$ cat src/hw/rtl/pgat_pkg.sv
// Package: shared constants, register indexes and controller/datapath interface types.
`timescale 1ns / 1ps
`default_nettype none
package pgat_pkg;
  localparam int GridDim         = 8;
  localparam int BinW            = $clog2(GridDim);
  localparam int CellW           = 2 * BinW;
  localparam int Cells           = GridDim * GridDim;
  localparam int HistoryDepthDef = 4;
  localparam int CycleSpan       = 4;
  localparam int EmaW            = 24;
  localparam int CntW            = 32;
  localparam int TotW            = 40;
  localparam int OneQ16          = 65536;

  localparam logic [2:0] RegEmaAlpha  = 3'd0;
  localparam logic [2:0] RegLevelMin  = 3'd1;
  localparam logic [2:0] RegLevelMax  = 3'd2;
  localparam logic [2:0] RegRateMin   = 3'd3;
  localparam logic [2:0] RegRateMax   = 3'd4;
  localparam logic [2:0] RegMinTotal  = 3'd5;
  localparam logic [2:0] RegThreshold = 3'd6;

  typedef struct packed {
    logic load;       // capture sample, run EMA
    logic bin_start;  // start both binning dividers
    logic update;     // write count, peak, history, counters
    logic judge;      // evaluate attractor, present result
    logic clr_wr;     // clearing sweep write
  } pgat_cmd_t;

  typedef struct packed {
    logic bin_done;
  } pgat_sts_t;
endpackage
`default_nettype wire

$ cat src/hw/rtl/pgat_ctrl.sv
// Controller: clearing sweep, then per-sample sequencing and output handshake.
`timescale 1ns / 1ps
`default_nettype none
module pgat_ctrl
  import pgat_pkg::*;
(
  input  wire logic             clk_i,
  input  wire logic             rst_ni,
  input  wire logic             in_valid_i,
  output logic                  in_ready_o,
  output logic                  out_valid_o,
  input  wire logic             out_ready_i,
  input  wire pgat_sts_t        sts_i,
  output pgat_cmd_t             cmd_o,
  output logic [CellW-1:0]      clr_addr_o
);
  localparam logic [2:0] StClear = 3'd0;
  localparam logic [2:0] StIdle  = 3'd1;
  localparam logic [2:0] StBin   = 3'd2;
  localparam logic [2:0] StWait  = 3'd3;
  localparam logic [2:0] StRead  = 3'd4;
  localparam logic [2:0] StUpd   = 3'd5;
  localparam logic [2:0] StJudge = 3'd6;
  localparam logic [2:0] StOut   = 3'd7;

  logic [2:0] state_q, state_d;
  logic [CellW-1:0] clr_q, clr_d;

  always_comb begin
    state_d = state_q;
    clr_d   = clr_q;
    cmd_o   = '0;
    unique case (state_q)
      StClear: begin
        cmd_o.clr_wr = 1'b1;
        clr_d = clr_q + 1'b1;
        if (clr_q == '1) state_d = StIdle;
      end
      StIdle: begin
        if (in_valid_i) begin
          cmd_o.load = 1'b1;
          state_d = StBin;
        end
      end
      StBin: begin
        cmd_o.bin_start = 1'b1;
        state_d = StWait;
      end
      StWait: if (sts_i.bin_done) state_d = StRead;
      // wait for histogram read data
      StRead: state_d = StUpd;
      StUpd: begin
        cmd_o.update = 1'b1;
        state_d = StJudge;
      end
      StJudge: begin
        cmd_o.judge = 1'b1;
        state_d = StOut;
      end
      StOut: if (out_ready_i) state_d = StIdle;
      default: state_d = StIdle;
    endcase
  end

  always_ff @(posedge clk_i or negedge rst_ni) begin
    if (!rst_ni) begin
      state_q <= StClear;
      clr_q   <= '0;
    end else begin
      state_q <= state_d;
      clr_q   <= clr_d;
    end
  end

  assign in_ready_o  = (state_q == StIdle);
  assign out_valid_o = (state_q == StOut);
  assign clr_addr_o  = clr_q;
endmodule
`default_nettype wire

$ cat config.mk
export PLATFORM = sky130hd
export DESIGN_NAME = pgat_ctrl
export DESIGN_NICKNAME = d
export VERILOG_FILES = /design/src/hw/rtl/pgat_pkg.sv /design/src/hw/rtl/pgat_ctrl.sv
export SDC_FILE = /design/constraint.sdc
export NUM_CORES = 1
export LEC_CHECK = 0
export ABC_AREA = 1
export BUFFER_PORTS_ARGS = -buffer_cell sky130_fd_sc_hd__buf_2
export CAP_MARGIN = 20
export CORE_AREA = 2 2 39 41
export CTS_CLUSTER_SIZE = 25
export DETAILED_ROUTE_END_ITERATION = 6
export DIE_AREA = 0 0 41 43
export PLACE_DENSITY = 0.72
export SYNTH_ARGS = -nofsm -noshare
export SYNTH_HDL_FRONTEND = slang
export SYNTH_SLANG_ARGS = --single-unit
$ cat constraint.sdc
create_clock -name clk_i -period 3.1 [get_ports clk_i]
set_input_delay 0.465 -clock clk_i [delete_from_list [all_inputs] [get_ports clk_i]]
set_output_delay 0.465 -clock clk_i [all_outputs]
set_load 0.02 [all_outputs]
---- After elaboration in Yosys (flattened, before gate mapping) ----
Index checks and enable logic that the tools add are counted.
storage, ports and cells
  input port bits ......................... 5
  output and inout bits ................... 13
  bits in registers ....................... 9
  word-level logic and storage cells ...... 28
cells by class
  equality and inequality tests ........... 12
  mux-type cells .......................... 11
  reductions and logical operators ........ 2
  $add $sub $neg .......................... 1
operator list
  cell                                                                      number
  3-bit case mux with 8 select lines                                        1
  3-bit == test (second input constant)                                     4
  3-bit two-way mux                                                         4
  6-bit by 1-bit adder with 6-bit output (second input constant)            1
  3-bit by 2-bit == test with 1-bit output (second input constant)          2
  6-bit == test (second input constant)                                     1
  1-bit two-way mux                                                         6
  2-bit inequality test (second input constant)                             3
  4-bit AND reduction                                                       1
  3-bit by 1-bit == test with 1-bit output (second input constant)          1
  3-bit zero test                                                           1
  2-bit by 1-bit inequality test with 1-bit output (second input constant)  1

---- Depth between registers and ports, before layout ----
  word-level depth ........................ 3
  gate-level depth with buffers ........... 8
  gate-level depth less buffers ........... 8

---- Least setup slack after synthesis ----
OpenSTA, ideal clock, no wires.
  kind .................................... register -> output
  from .................................... register state_q[0]
  to ...................................... output cmd_o[3] (netlist bit)
  setup slack ............................. 1639 ps
  required time ........................... 2635 ps
  stages on the path, launching flop included .. 3
  arrival ................................. 996 ps
  cell sequence ........................... dfrtp_1 -> buf_6 -> nor3_1
RTL lines
  item                    RTL line         source
  start, declared         pgat_ctrl.sv:26  logic [2:0] state_q, state_d;
  start signal, assigned  pgat_ctrl.sv:67  state_q <= StClear;
  start signal, assigned  pgat_ctrl.sv:70  state_q <= state_d;
  end, declared           pgat_ctrl.sv:14  output pgat_cmd_t cmd_o,

==> impl_metrics.toml <==
[placed_design]
port_buffers = 17
place.gp.congestion = 0.7672
post-dp-hpwl_um = 879.7
place_area_um2 = 669.4

[logic_synthesis]
syn-num-nets = 76
synth_area_leaders = "dfrtp_1, nand2_1, nand3_1"
syn_inst = 70
yosys.cell_types.count = 23
syn-cell-area_um2 = 575.6
synth.top_cell.area_share_pct = 39.13
synth.largest_area_cell = "dfrtp_1"
synth-seq-cells = 9
synth.avg_cell_area_um2 = 8.222
yosysSeqAreaShare_pct = 39.13
yosysWarningCount = 0

[hold_path]
hold_path_class = "input port to async pin"

[power_and_ir_drop]
p_total_uw = 751.3
p_seq_share_pct = 32.2
intPower_uw = 373.9
vdd_drop_max_v = 0.0004173
combPwrFrac_pct = 55.4
leakage_uw = 0.0003947
switching_share_pct = 50.23
pwr_density_cell_nw_per_um2 = 1080
clkPwrFrac_pct = 12.3
p_switching_uw = 377.4

[drt]
routed.top_layer = "met4"
viasPerCell = 4.745
route.met3.wl_um = 82
wl_met2_um = 470
final_antenna_net_count = 0
drt_iter0_drc = 3
dr.pass1.iters = 2
wl_met1_um = 513
vias = 503
drt-total-wl_um = 1088
wl_per_cell_um = 10.26
drc = 0

[cts]
clk_path_buf_depth = 2
clkTransAtPathRegs_ns = 0.06
numCtsBuffers = 3
ctsHtreeMaxLevel = 1
worstSkewPairLatency_ns = 0.26
clock_sinks = 9
ctsRootBufferMaster = "clkbuf_4"
post_cts_resized = 0
cts_tree = "built"
ctsHoldBuffers = 0
post_cts_buffers = 0

[floorplanning]
die_x_um = 41
core_um2 = 1384
die-area_um2 = 1763
initial_core_util_pct = 41.59
fp-row-count = 14
dieHeight_um = 43
ios = 18

[sta]
finalCriticalPeriod_ns = 1.726
rsz0062_at_grt = "false"
hold_viol = 0
fin_worst_skew_ns = 0.004218
drv_slew = 0
fin_setup_tns_ns = 0
max_slew_margin_pct = 79.05
worst_slew_pin_slew_ns = 0.3142
post-route-period-util_pct = 55.67
fmax_ghz = 0.5794
setup_violations = 0

[worst_setup_path]
cpPeakStageDelay_ns = 0.49
crit_top_cell = "inv_4"
critPathBufInv = 3
cp.arrival_ns = 1.26
reg2reg_depth = 8
crit_slowest_cell = "dfrtp_1"
path_cells = "inv_4, nand3_4, inv_4, buf_2"
crit_required_ns = 2.63
critPathKind = "register to primary output"
r2r-end = "state_q[0]"
worst_setup_path_start_kind = "register"
cp_top_family = "flip-flops"
critPathMaxFanout = 9
regToRegStartpoint = "clr_addr_o[0]"
r2r_slack_ns = 1.83
end_kind = "primary output"

[run]
drv_cap = 0

[global_route]
grt_max_degree = 10
grt_pass1_vias = 488
grt_pass1_wl_um = 1918
grt_remaining_overflow = 0
grtUsageTotal_pct = 16.31
antenna_found_initial = 0

[final_layout]
fin_area_um2 = 695.7
layout_commonest_cell = "buf_2"
antennaDiodeCount = 0
drive_gt1_share_pct = 35.56
layout_common_cells = "buf_2, nand2_1, inv_1, dfrtp_1, nand3_1"
area_growth_pct = 20.87
final_nets = 97

[status]
outcome = "completed"
-- metal layers --
metal | global-route usage (%) | vias up
met1 | 21.85 | 221
li1 | - | 261
met2 | 23.13 | 19
met5 | 0 | -
met3 | 4.712 | 2
met4 | 8.000 | 0
-- synth_stat cells --
cell type / instances
dfrtp_1: 9
xor2_1: 3
a21oi_4: 1
inv_1: 9
nand2_2: 1
nor2_4: 2
nor3_1: 1
o21ai_2: 1
inv_2: 3
nand3_1: 8
ha_1: 1
nand3_4: 1
o21bai_1: 1
o21ai_0: 1
nand4_1: 1
a21oi_1: 1
inv_4: 2
nand2_1: 15
nor2_1: 4
buf_6: 1
nor2_2: 1
xnor2_1: 2
o211ai_1: 1
-- cells by family after synthesis --
| family | Yosys count | synth area share [%] |
|---|---|---|
| buffers and inverters | 15 | 11.96 |
| adder cells (fa/ha/maj) | 1 | 2.174 |
| AO/OA/AOI/OAI | 6 | 8.696 |
| XOR/XNOR | 5 | 7.610 |
| AND/OR/NAND/NOR | 34 | 30.44 |
| flip-flops | 9 | 39.13 |
-- power by group through the flow --
stage,Combinational (uW),Sequential (uW),Clock [uW]
2_1_floorplan,305,261,0
4_1_cts,425,242,95.0
5_1_grt,470,252,104
3_3_place_gp,416,241,0
3_5_place_dp,424,244,0
6_report,416,242,92.7
-- cell type report --
class                           count  area (um2)
Fill cell                         140       688.2
Tap cell                           16       20.02
Timing Repair Buffer               17       85.08
Multi-Input combinational cell     46       281.5
Inverter                           14       57.56
Sequential cell                     9       225.2
Clock buffer                        4       26.28
-- state kept, by name, summed over array words and instances, names as in the netlist --
register and count:
clr_addr_o 6, state_q 3
-- metrics by stage --
step / hold WS, ns / std cells / setup WS [ns] / utilization (%)
3_5_place_dp: 0.3301 / 102 / 1.648 / 48.37
2_1_floorplan: 0.1694 / 70 / 1.639 / -
4_1_cts: 0.04418 / 106 / 1.359 / 50.27
6_report: 0.04051 / 106 / 1.374 / 50.27
3_3_place_gp: 0.3327 / 102 / 1.673 / 48.37
5_1_grt: 0.04151 / 106 / 1.284 / 50.27
-- worst max-delay path by stage --
stage | startpoint | endpoint | cells past startpoint
after detailed placement | state_q[0] | cmd_o[0] | 4
after global routing | state_q[0] | cmd_o[4] | 3
after global placement | state_q[0] | cmd_o[0] | 4
final | state_q[0] | cmd_o[0] | 4
after floorplan | state_q[0] | cmd_o[3] | 2
after CTS | state_q[0] | cmd_o[0] | 4
Power figures use the tool's default switching activity.
